File: src/rtl/core/i2cmbs_pkg.sv
// shared command codes, phase counts and control structs of the i2c byte sequencer
`default_nettype none

package i2cmbs_pkg;

  // command codes on in_kind
  localparam logic [2:0] KIND_START = 3'd0;
  localparam logic [2:0] KIND_STOP  = 3'd1;
  localparam logic [2:0] KIND_WRITE = 3'd2;
  localparam logic [2:0] KIND_READ  = 3'd3;
  localparam logic [2:0] KIND_ADDR  = 3'd4;

  // bus phases per command
  localparam int START_PHASES = 4;
  localparam int STOP_PHASES  = 3;
  localparam int BYTE_PHASES  = 19;
  localparam int PHASE_W      = $clog2(BYTE_PHASES);

  // bits clocked per byte command, data plus acknowledge slot
  localparam int BITS_PER_BYTE = 9;

  // controller to datapath
  typedef struct packed {
    logic load;   // capture a new request
    logic emit;   // produce the next phase into the output register
  } i2cmbs_cmd_t;

  // datapath to controller
  typedef struct packed {
    logic out_free;    // output register can take a phase this cycle
    logic final_phase; // the current phase closes the run
  } i2cmbs_status_t;

  // valid command code check
  function automatic logic kind_known(input logic [2:0] kind);
    kind_known = kind inside {KIND_START, KIND_STOP, KIND_WRITE, KIND_READ, KIND_ADDR};
  endfunction

endpackage

`default_nettype wire

File: src/rtl/core/i2cmbs_ctrl.sv
// controller state machine of the i2c byte sequencer
`default_nettype none

module i2cmbs_ctrl (
  input  wire logic                   clk,
  input  wire logic                   rst_n,
  input  wire logic                   in_valid,
  input  wire logic [2:0]             in_kind,
  output logic                        in_ready,
  input  wire i2cmbs_pkg::i2cmbs_status_t status,
  output i2cmbs_pkg::i2cmbs_cmd_t     cmd
);

  typedef enum logic [1:0] {
    ST_IDLE = 2'b01,
    ST_RUN  = 2'b10
  } state_t;

  state_t state_r, state_nxt;

  // next state and commands
  always_comb begin
    state_nxt = state_r;
    cmd.load  = 1'b0;
    cmd.emit  = 1'b0;
    in_ready  = 1'b0;
    case (state_r)
      ST_IDLE: begin
        in_ready = 1'b1;
        if (in_valid && i2cmbs_pkg::kind_known(in_kind)) begin
          cmd.load  = 1'b1;
          state_nxt = ST_RUN;
        end
      end
      ST_RUN: begin
        if (status.out_free) begin
          cmd.emit = 1'b1;
          if (status.final_phase) begin
            state_nxt = ST_IDLE;
          end
        end
      end
      default: begin
        state_nxt = ST_IDLE;
      end
    endcase
  end

  // state register
  always_ff @(posedge clk) begin
    if (!rst_n) begin
      state_r <= ST_IDLE;
    end else begin
      state_r <= state_nxt;
    end
  end

endmodule

`default_nettype wire

File: src/rtl/core/i2cmbs_dp.sv
// datapath of the i2c byte sequencer: bit shifter, phase counter, output register
`default_nettype none

module i2cmbs_dp (
  input  wire logic                   clk,
  input  wire logic                   rst_n,
  input  wire logic [2:0]             in_kind,
  input  wire logic [7:0]             in_tx_byte,
  input  wire logic [6:0]             in_target_address,
  input  wire logic                   in_read_not_write,
  input  wire logic                   in_send_ack,
  input  wire logic [8:0]             in_sda_samples,
  input  wire i2cmbs_pkg::i2cmbs_cmd_t cmd,
  output i2cmbs_pkg::i2cmbs_status_t  status,
  output logic                        out_valid,
  input  wire logic                   out_ready,
  output logic                        out_scl_level,
  output logic                        out_sda_level,
  output logic                        out_last_phase,
  output logic [7:0]                  out_rx_byte,
  output logic                        out_ack_seen
);

  localparam int PW = i2cmbs_pkg::PHASE_W;
  localparam int BW = i2cmbs_pkg::BITS_PER_BYTE;

  logic [2:0]    kind_r;
  logic [PW-1:0] phase_r;
  logic [BW-1:0] drive_r, drive_nxt;
  logic [BW-1:0] samples_r;
  logic          out_valid_r;
  logic          scl_r, sda_r, last_r, ack_r;
  logic [7:0]    rx_r;

  logic          is_byte;
  logic          ph_scl, ph_sda, ph_last, ph_ack;
  logic [7:0]    ph_rx;

  // bits to clock out for the new request, first bit at the top
  always_comb begin
    case (in_kind)
      i2cmbs_pkg::KIND_WRITE: drive_nxt = {in_tx_byte, 1'b1};
      i2cmbs_pkg::KIND_READ:  drive_nxt = {8'hFF, ~in_send_ack};
      i2cmbs_pkg::KIND_ADDR:  drive_nxt = {in_target_address, in_read_not_write, 1'b1};
      default:                drive_nxt = '1;
    endcase
  end

  assign is_byte = kind_r inside {i2cmbs_pkg::KIND_WRITE, i2cmbs_pkg::KIND_READ,
                                  i2cmbs_pkg::KIND_ADDR};

  // levels of the current phase
  always_comb begin
    ph_scl  = 1'b0;
    ph_sda  = 1'b1;
    ph_last = 1'b0;
    ph_rx   = '0;
    ph_ack  = 1'b0;
    case (kind_r)
      i2cmbs_pkg::KIND_START: begin
        ph_scl  = (phase_r < PW'(2));
        ph_sda  = (phase_r == PW'(0)) || (phase_r == PW'(3));
        ph_last = (phase_r == PW'(i2cmbs_pkg::START_PHASES - 1));
      end
      i2cmbs_pkg::KIND_STOP: begin
        ph_scl  = (phase_r != PW'(0));
        ph_sda  = (phase_r == PW'(2));
        ph_last = (phase_r == PW'(i2cmbs_pkg::STOP_PHASES - 1));
      end
      default: begin
        if (phase_r == PW'(i2cmbs_pkg::BYTE_PHASES - 1)) begin
          ph_last = 1'b1;
          ph_ack  = samples_r[0];
          if (kind_r == i2cmbs_pkg::KIND_READ) begin
            ph_rx = samples_r[8:1];
          end
        end else begin
          ph_scl = phase_r[0];
          ph_sda = drive_r[BW-1];
        end
      end
    endcase
  end

  assign status.out_free    = !out_valid_r || out_ready;
  assign status.final_phase = ph_last;

  // request capture, phase counter and bit shifter
  always_ff @(posedge clk) begin
    if (cmd.load) begin
      kind_r    <= in_kind;
      phase_r   <= '0;
      drive_r   <= drive_nxt;
      samples_r <= in_sda_samples;
    end else if (cmd.emit) begin
      phase_r <= phase_r + PW'(1);
      if (is_byte && phase_r[0]) begin
        drive_r <= {drive_r[BW-2:0], 1'b1};
      end
    end
  end

  // output register handshake
  always_ff @(posedge clk) begin
    if (!rst_n) begin
      out_valid_r <= 1'b0;
    end else if (cmd.emit) begin
      out_valid_r <= 1'b1;
    end else if (out_ready) begin
      out_valid_r <= 1'b0;
    end
  end

  // output payload
  always_ff @(posedge clk) begin
    if (cmd.emit) begin
      scl_r  <= ph_scl;
      sda_r  <= ph_sda;
      last_r <= ph_last;
      rx_r   <= ph_rx;
      ack_r  <= ph_ack;
    end
  end

  assign out_valid      = out_valid_r;
  assign out_scl_level  = scl_r;
  assign out_sda_level  = sda_r;
  assign out_last_phase = last_r;
  assign out_rx_byte    = rx_r;
  assign out_ack_seen   = ack_r;

endmodule

`default_nettype wire

File: src/rtl/core/i2c_master_byte_sequencer_top.sv
// top level of the i2c master byte sequencer
// Input channel (in_*): one bus request per item: start, stop, write byte,
// read byte or write address, plus the SDA levels sampled at the nine SCL-high
// phases of a byte request. Output channel (out_*): one SCL/SDA phase per item,
// in bus order; out_last_phase marks the end of the run, where a byte request
// also carries the acknowledge bit, and a read request the received byte.
// A start yields 4 phases, a stop 3, a byte request 19; unknown codes are
// taken and yield nothing. Requests are handled one at a time: on acceptance
// the request is captured into the datapath, then its phases are registered
// into the output register in bus order, one phase per cycle while the
// receiver keeps out_ready high. The phase counter in the datapath advances
// with each phase that the controller emits into a free output register.
// in_ready is high whenever no run is in progress, also while the last phase
// still waits in the output register. When the receiver stalls, the current
// phase holds and the run pauses. Synchronous reset drops any run in progress
// and empties the output register; there is no state kept between requests.
`default_nettype none

module i2c_master_byte_sequencer_top (
  input  wire logic       clk,
  input  wire logic       rst_n,
  input  wire logic       in_valid,
  output logic            in_ready,
  input  wire logic [2:0] in_kind,
  input  wire logic [7:0] in_tx_byte,
  input  wire logic [6:0] in_target_address,
  input  wire logic       in_read_not_write,
  input  wire logic       in_send_ack,
  input  wire logic [8:0] in_sda_samples,
  output logic            out_valid,
  input  wire logic       out_ready,
  output logic            out_scl_level,
  output logic            out_sda_level,
  output logic            out_last_phase,
  output logic [7:0]      out_rx_byte,
  output logic            out_ack_seen
);

  i2cmbs_pkg::i2cmbs_cmd_t    cmd;
  i2cmbs_pkg::i2cmbs_status_t status;

  // sequencing control
  i2cmbs_ctrl u_ctrl (
    .clk      (clk),
    .rst_n    (rst_n),
    .in_valid (in_valid),
    .in_kind  (in_kind),
    .in_ready (in_ready),
    .status   (status),
    .cmd      (cmd)
  );

  // phase generation
  i2cmbs_dp u_dp (
    .clk               (clk),
    .rst_n             (rst_n),
    .in_kind           (in_kind),
    .in_tx_byte        (in_tx_byte),
    .in_target_address (in_target_address),
    .in_read_not_write (in_read_not_write),
    .in_send_ack       (in_send_ack),
    .in_sda_samples    (in_sda_samples),
    .cmd               (cmd),
    .status            (status),
    .out_valid         (out_valid),
    .out_ready         (out_ready),
    .out_scl_level     (out_scl_level),
    .out_sda_level     (out_sda_level),
    .out_last_phase    (out_last_phase),
    .out_rx_byte       (out_rx_byte),
    .out_ack_seen      (out_ack_seen)
  );

endmodule

`default_nettype wire

File: config.mk
export PLATFORM = sky130hd
export DESIGN_NAME = i2c_master_byte_sequencer_top
export DESIGN_NICKNAME = d
export VERILOG_FILES = /design/src/rtl/core/i2cmbs_pkg.sv /design/src/rtl/core/i2cmbs_ctrl.sv /design/src/rtl/core/i2cmbs_dp.sv /design/src/rtl/core/i2c_master_byte_sequencer_top.sv
export SDC_FILE = /design/constraint.sdc
export NUM_CORES = 1
export LEC_CHECK = 0
export ABC_AREA = 1
export BUFFER_PORTS_ARGS = -buffer_cell sky130_fd_sc_hd__buf_2
export CAP_MARGIN = 20
export CELL_PAD_IN_SITES_DETAIL_PLACEMENT = 0
export CELL_PAD_IN_SITES_GLOBAL_PLACEMENT = 2
export CORE_MARGIN = 2
export CORE_UTILIZATION = 30
export CTS_CLUSTER_SIZE = 24
export DETAILED_ROUTE_END_ITERATION = 10
export PLACE_DENSITY_LB_ADDON = 0.2
export SLEW_MARGIN = 5
export SYNTH_ARGS = -nofsm -noshare
export SYNTH_HDL_FRONTEND = slang
export SYNTH_SLANG_ARGS = --single-unit
File: constraint.sdc
create_clock -name clk -period 2.2 [get_ports clk]
set_clock_uncertainty 0.2 [all_clocks]
set_input_delay 0.22 -clock clk [delete_from_list [all_inputs] [get_ports clk]]
set_output_delay 0.22 -clock clk [all_outputs]
set_load 0.05 [all_outputs]
# Word level (Yosys, flattened, before mapping)
# Cells that the tools add are included.
word_totals:
  reg_bits: 41
  latch_bits: 0
  mem_bits_rw: 0
  romBits: 0
  in_bits: 33
  out_inout_bits: 14
  word_cells: 71
  n_memories: 0
classes:
  addsub: 1
  n_mul: 0
  div_mod_pow: 0
  order_cmp: 1
  eq_ne: 16
  n_shift: 0
  n_mux: 21
  bitwise: 3
  reduce_logical: 18
op_table:
  columns: ["op", "count"]
  rows:
  - ["2-to-1 mux 9 bit", 3]
  - ["case mux 9 bit (3 select lines)", 1]
  - ["== test 3 x 2 -> 1 bit (second input constant)", 4]
  - ["== test 5 x 2 -> 1 bit (second input constant)", 2]
  - ["2-to-1 mux 1 bit", 10]
  - ["nonzero test 5 bit", 2]
  - ["== test 3 x 1 -> 1 bit (second input constant)", 2]
  - ["== test 3 bit (second input constant)", 2]
  - ["zero test 3 bit", 2]
  - ["2-to-1 mux 2 bit", 3]
  - ["case mux 1 bit (2 select lines)", 3]
  - ["nonzero test 2 bit", 3]
  - ["adder 5 x 1 -> 5 bit (second input constant)", 1]
  - ["== test 5 bit (second input constant)", 1]
  - ["zero test 5 bit", 1]
  - ["< comparator 5 x 2 -> 1 bit (second input constant)", 1]
  - ["inequality test 2 x 1 -> 1 bit (second input constant)", 2]
  - ["case mux 2 bit (2 select lines)", 1]
  - ["OR reduction 4 bit", 1]
  - ["inverter 1 bit", 3]
  - ["AND reduction 3 bit", 1]
  - ["nonzero test 3 bit", 1]
  - ["OR reduction 3 bit", 1]
  - ["== test 2 x 1 -> 1 bit (second input constant)", 1]
  - ["6 further kinds", 8]

# Logic depth before layout (Yosys ltp)
logic_depth:
  depth_word: 7
  mapped_depth: 10
  mapped_depth_nobuf: 10

# Hierarchy
# Synthesis repeated with hierarchy kept, for this count alone.
hier_totals:
  cells_unflattened: 193
  area_unflattened_um2: 1948.1
modules_own_cells:
  columns: ["mod", "n_inst", "cells_per_inst", "area_each_um2", "seq_area_each_um2"]
  rows:
  - ["i2cmbs_dp", 1, 175, 1833.0, 1111.1]
  - ["i2cmbs_ctrl", 1, 18, 115.1, 40.0]

# Least setup slack after synthesis
# No wires, ideal clock.
synth_timing:
  path_kind: "register -> register"
  from: "register u_dp.out_valid_r (netlist: u_dp.out_valid)"
  to: "register u_dp.drive_r[0] (enable)"
  setup_ns: 0.334
  t_arrival_ns: 1.507
  required_time_ns: 1.666
  path_slack_ns: 0.159
  path_stages_with_launch: 6
  path_buffers: 0
  synth_period_minus_slack_ns: 2.041
  cell_sequence: "dfxtp_1 nand2_1 nand2_1 inv_1 o2111ai_1 nand2_1"
synth_rtl:
  columns: ["item", "line_no", "text"]
  rows:
  - ["start, declared", "i2cmbs_dp.sv:31", "logic out_valid_r;"]
  - ["start signal, assigned", "i2cmbs_dp.sv:106", "out_valid_r <= 1'b0;"]
  - ["start signal, assigned", "i2cmbs_dp.sv:108", "out_valid_r <= 1'b1;"]
  - ["start signal, assigned", "i2cmbs_dp.sv:110", "out_valid_r <= 1'b0;"]
  - ["end signal, assigned", "i2cmbs_dp.sv:93", "drive_r <= drive_nxt;"]
  - ["end signal, assigned", "i2cmbs_dp.sv:98", "drive_r <= {drive_r[BW-2:0], 1'b1};"]
  - ["end, declared", "i2cmbs_dp.sv:29", "logic [BW-1:0] drive_r, drive_nxt;"]

# Worst setup path in the final report
layout_timing:
  from: "input in_kind[2]"
  to: "register u_dp.drive_r[7] (data pin)"
layout_between:
  elab_chain_len: 6
  word_cells_on_any_way: 11
  classes_between: "eq/ne (4); mux (4); reduce/logical (3)"
layout_rtl:
  columns: ["item", "line_no", "text"]
  rows:
  - ["start, declared", "i2c_master_byte_sequencer_top.sv:24", "input wire logic [2:0] in_kind,"]
  - ["== test 3 x 1 -> 1 bit, or another cell as far along", "i2cmbs_pkg.sv:36", "kind_known = kind inside {KIND_START, KIND_STOP, KIND_WRITE, KIND_READ, KIND_ADDR};"]
  - ["nonzero test 5 bit", "i2cmbs_pkg.sv:36", null]
  - ["logical AND 1 bit", "i2cmbs_ctrl.sv:30", "if (in_valid && i2cmbs_pkg::kind_known(in_kind)) begin"]
  - ["2-to-1 mux 1 bit", "i2cmbs_ctrl.sv:30", null]
  - ["2-to-1 mux 1 bit", "i2cmbs_ctrl.sv:27", "case (state_r)"]
  - ["2-to-1 mux 9 bit *", "i2cmbs_dp.sv:90", "if (cmd.load) begin"]
# Mark *: on every way between the ends. The rest lies on a longest branch, timed or not.
# A chain may end at the register's enable or synchronous reset.

==> qor.csv <==
metric;value;unit
cts_tree;built;
finalCoreUtilization;41.3;%
ir_drop;0.331;mV
nNetsFinal;294;
synth_nets;228;
hpwl;2.83;mm
power_density;722;nW/um2
drv_cap;0;
via_count;1436;
grt_max_degree;19;
grt_overflow;0;
drtIter0Drc;59;
crit_required;2.05;ns
gp_congestion;0.750;
htreeDepth;2;
die_w;83.3;um
setup_viol;0;
run_status;finished clean;
async_flop_share;0;%
firstDrtPassIters;4;
track_usage;12.2;%
die_y;83.3;um
synth_seq_cells;41;
cp_max_fo;11;
tightest_slew;0.433;ns
dieArea;6930;um2
syn_avg_cell_area;9.81;um2
period_needed;1.99;ns
antenna_found_initial;0;
cts-hold-fix-buffers;13;
clkTransAtPathRegs;0.08;ns
start_util;31.5;%
cts_made_buffers;5;
yosysSeqAreaShare;61.1;%
core;5990;um2
clk_latency;0.30;ns
hold_viol_final;0;
clock_sinks;41;
rsz0062_at_grt;no;
cts-root-buf;clkbuf_8;
synthToLayoutAreaGrowth;31.3;%
synth-edff-count;33;
yosys-top-cells-area;edfxtp_1, nand2_1, dfxtp_1;
synth_ff_type;edfxtp_1;
port_buffers;46;
antennaDiodeCount;0;
ant_nets;0;
p_leak;1.09;nW
row_count;28;
synth_most_common_cell;nand2_1;
end_kind;flop;
ys_warn_count;0;
fmax;0.503;GHz
clk_path_buf_depth;2;
syn_inst;192;
critPathKind;input pin to flop;
postCtsSetupRepairBufs;0;
grt_first_pass_wirelength;6.76;mm
numPlacedInstances;313;
drive_gt1_share;27.8;%
viasPerCell;4.30;
slew_headroom;71.0;%
io_pins;47;
worstHoldPathType;input pin to flop;
yosysUniqueCellTypes;24;
worstPathArrival;1.84;ns
wl;3.83;mm
syn-cell-area;1880;um2
setup-tns-final;0;ns
grt_pass1_vias;1447;
synth_top_cells_by_count;nand2_1, edfxtp_1, inv_1, nor2_1, o21ai_2;
post-route-period-util;90.4;%
ctsResizeCount;0;
wl_per_cell;11.5;um
synth_top_area_share;52.6;%
final_cells;334;
slew_violations;0;
whs;0.0395;ns
synth_top_area_cell;edfxtp_1;
drc;0;
worstSetupStartpointType;input pin;
-- per-stage QoR --
step | setup WS (ns) | area, um2 | power, W
after floorplan | 0.159 | 1880 | 0.000998
after global placement | 0.361 | 2210 | 0.00106
after detailed placement | 0.398 | 2210 | 0.00106
after CTS | 0.206 | 2470 | 0.00181
after global routing | 0.00766 | 2470 | 0.00186
final | 0.212 | 2470 | 0.00179
-- layout make-up --
cell class              count  area [um2]
inverters                  27         101
multi-input cells         120         601
clock buffers               5        68.8
well taps                  75        93.8
repair buffers             63         390
flip-flops and latches     41        1150
fillers                   596        3520
clock inverters             3        68.8
-- logic make-up after synthesis --
group,count (synthesis),share of synthesized area [%]
buffers and inverters,31,7.04
flip-flops,41,61.1
AO/OA/AOI/OAI,24,8.96
adder cells (fa/ha/maj),3,1.99
AND/OR/NAND/NOR,93,20.9
-- layer usage --
metal  vias up  track usage [%]  wire length (um)
met4         0             4.92                77
met2        56             18.5              1620
met5         -                0                 0
met1       611             16.4              1900
met3         7             3.38               227
li1        762                -                 -
-- worst max-delay path, stage by stage --
cell	delay, ns
dlygate4sd3_1	0.53
buf_2	0.13
inv_1	0.13
nand2_1	0.07
inv_1	0.22
nor2_1	0.18
nor3b_1	0.30
o21ai_2	0.07
-- final timing paths --
path	end	from	slack (ns)	depth (start not counted)
hold reg to reg	u_dp.phase_r[3]$_SDFFE_PN0P_	u_dp.phase_r[3]$_SDFFE_PN0P_	0.31	1
setup / recovery	u_dp.drive_r[7]$_DFFE_PP_	in_kind[2]	0.21	8
hold / removal	u_dp.kind_r[0]$_DFFE_PN_	in_kind[0]	0.04	1
setup reg to reg	u_dp.drive_r[5]$_DFFE_PP_	u_ctrl.state_r[1]$_SDFFE_PN0P_	0.44	6
-- flip-flops by register name, indices dropped and copies added (netlist names) --
signal and count:
u_dp.out_valid 1, u_dp.phase_r 5, u_dp.out_scl_level 1, u_dp.out_sda_level 1, u_dp.out_rx_byte 8, u_dp.samples_r 9, u_dp.drive_r 9, u_dp.out_last_phase 1
u_dp.kind_r 3, u_ctrl.state_r 2, u_dp.out_ack_seen 1
-- power breakdown --
| part | switching (W) | internal [W] | leakage [nW] |
|---|---|---|---|
| clock | 0.000277 | 0.000457 | 0.0687 |
| combinational | 0.000102 | 0.0000734 | 0.655 |
| sequential | 0.00000884 | 0.000869 | 0.362 |
-- placed cells by master, fill, tap and decap left out --
master,count
a32oi_1,1
bufinv_16,2
buf_4,4
ha_1,3
edfxtp_1,33
a21oi_2,1
nand2_2,1
o21ai_0,6
nor2_2,2
dfxtp_1,8
nand4_1,2
nor3_1,1
dlygate4sd3_1,13
o21ai_2,9
clkbuf_8,5
nor3_4,1
nand3_1,7
inv_6,1
nor2_1,26
a21oi_1,5
or3_1,1
o2111ai_1,1
buf_2,46
inv_1,27
a211o_1,1
nand2_1,50
nor3b_1,2
Note: power is estimated with default switching activity, not from simulation.
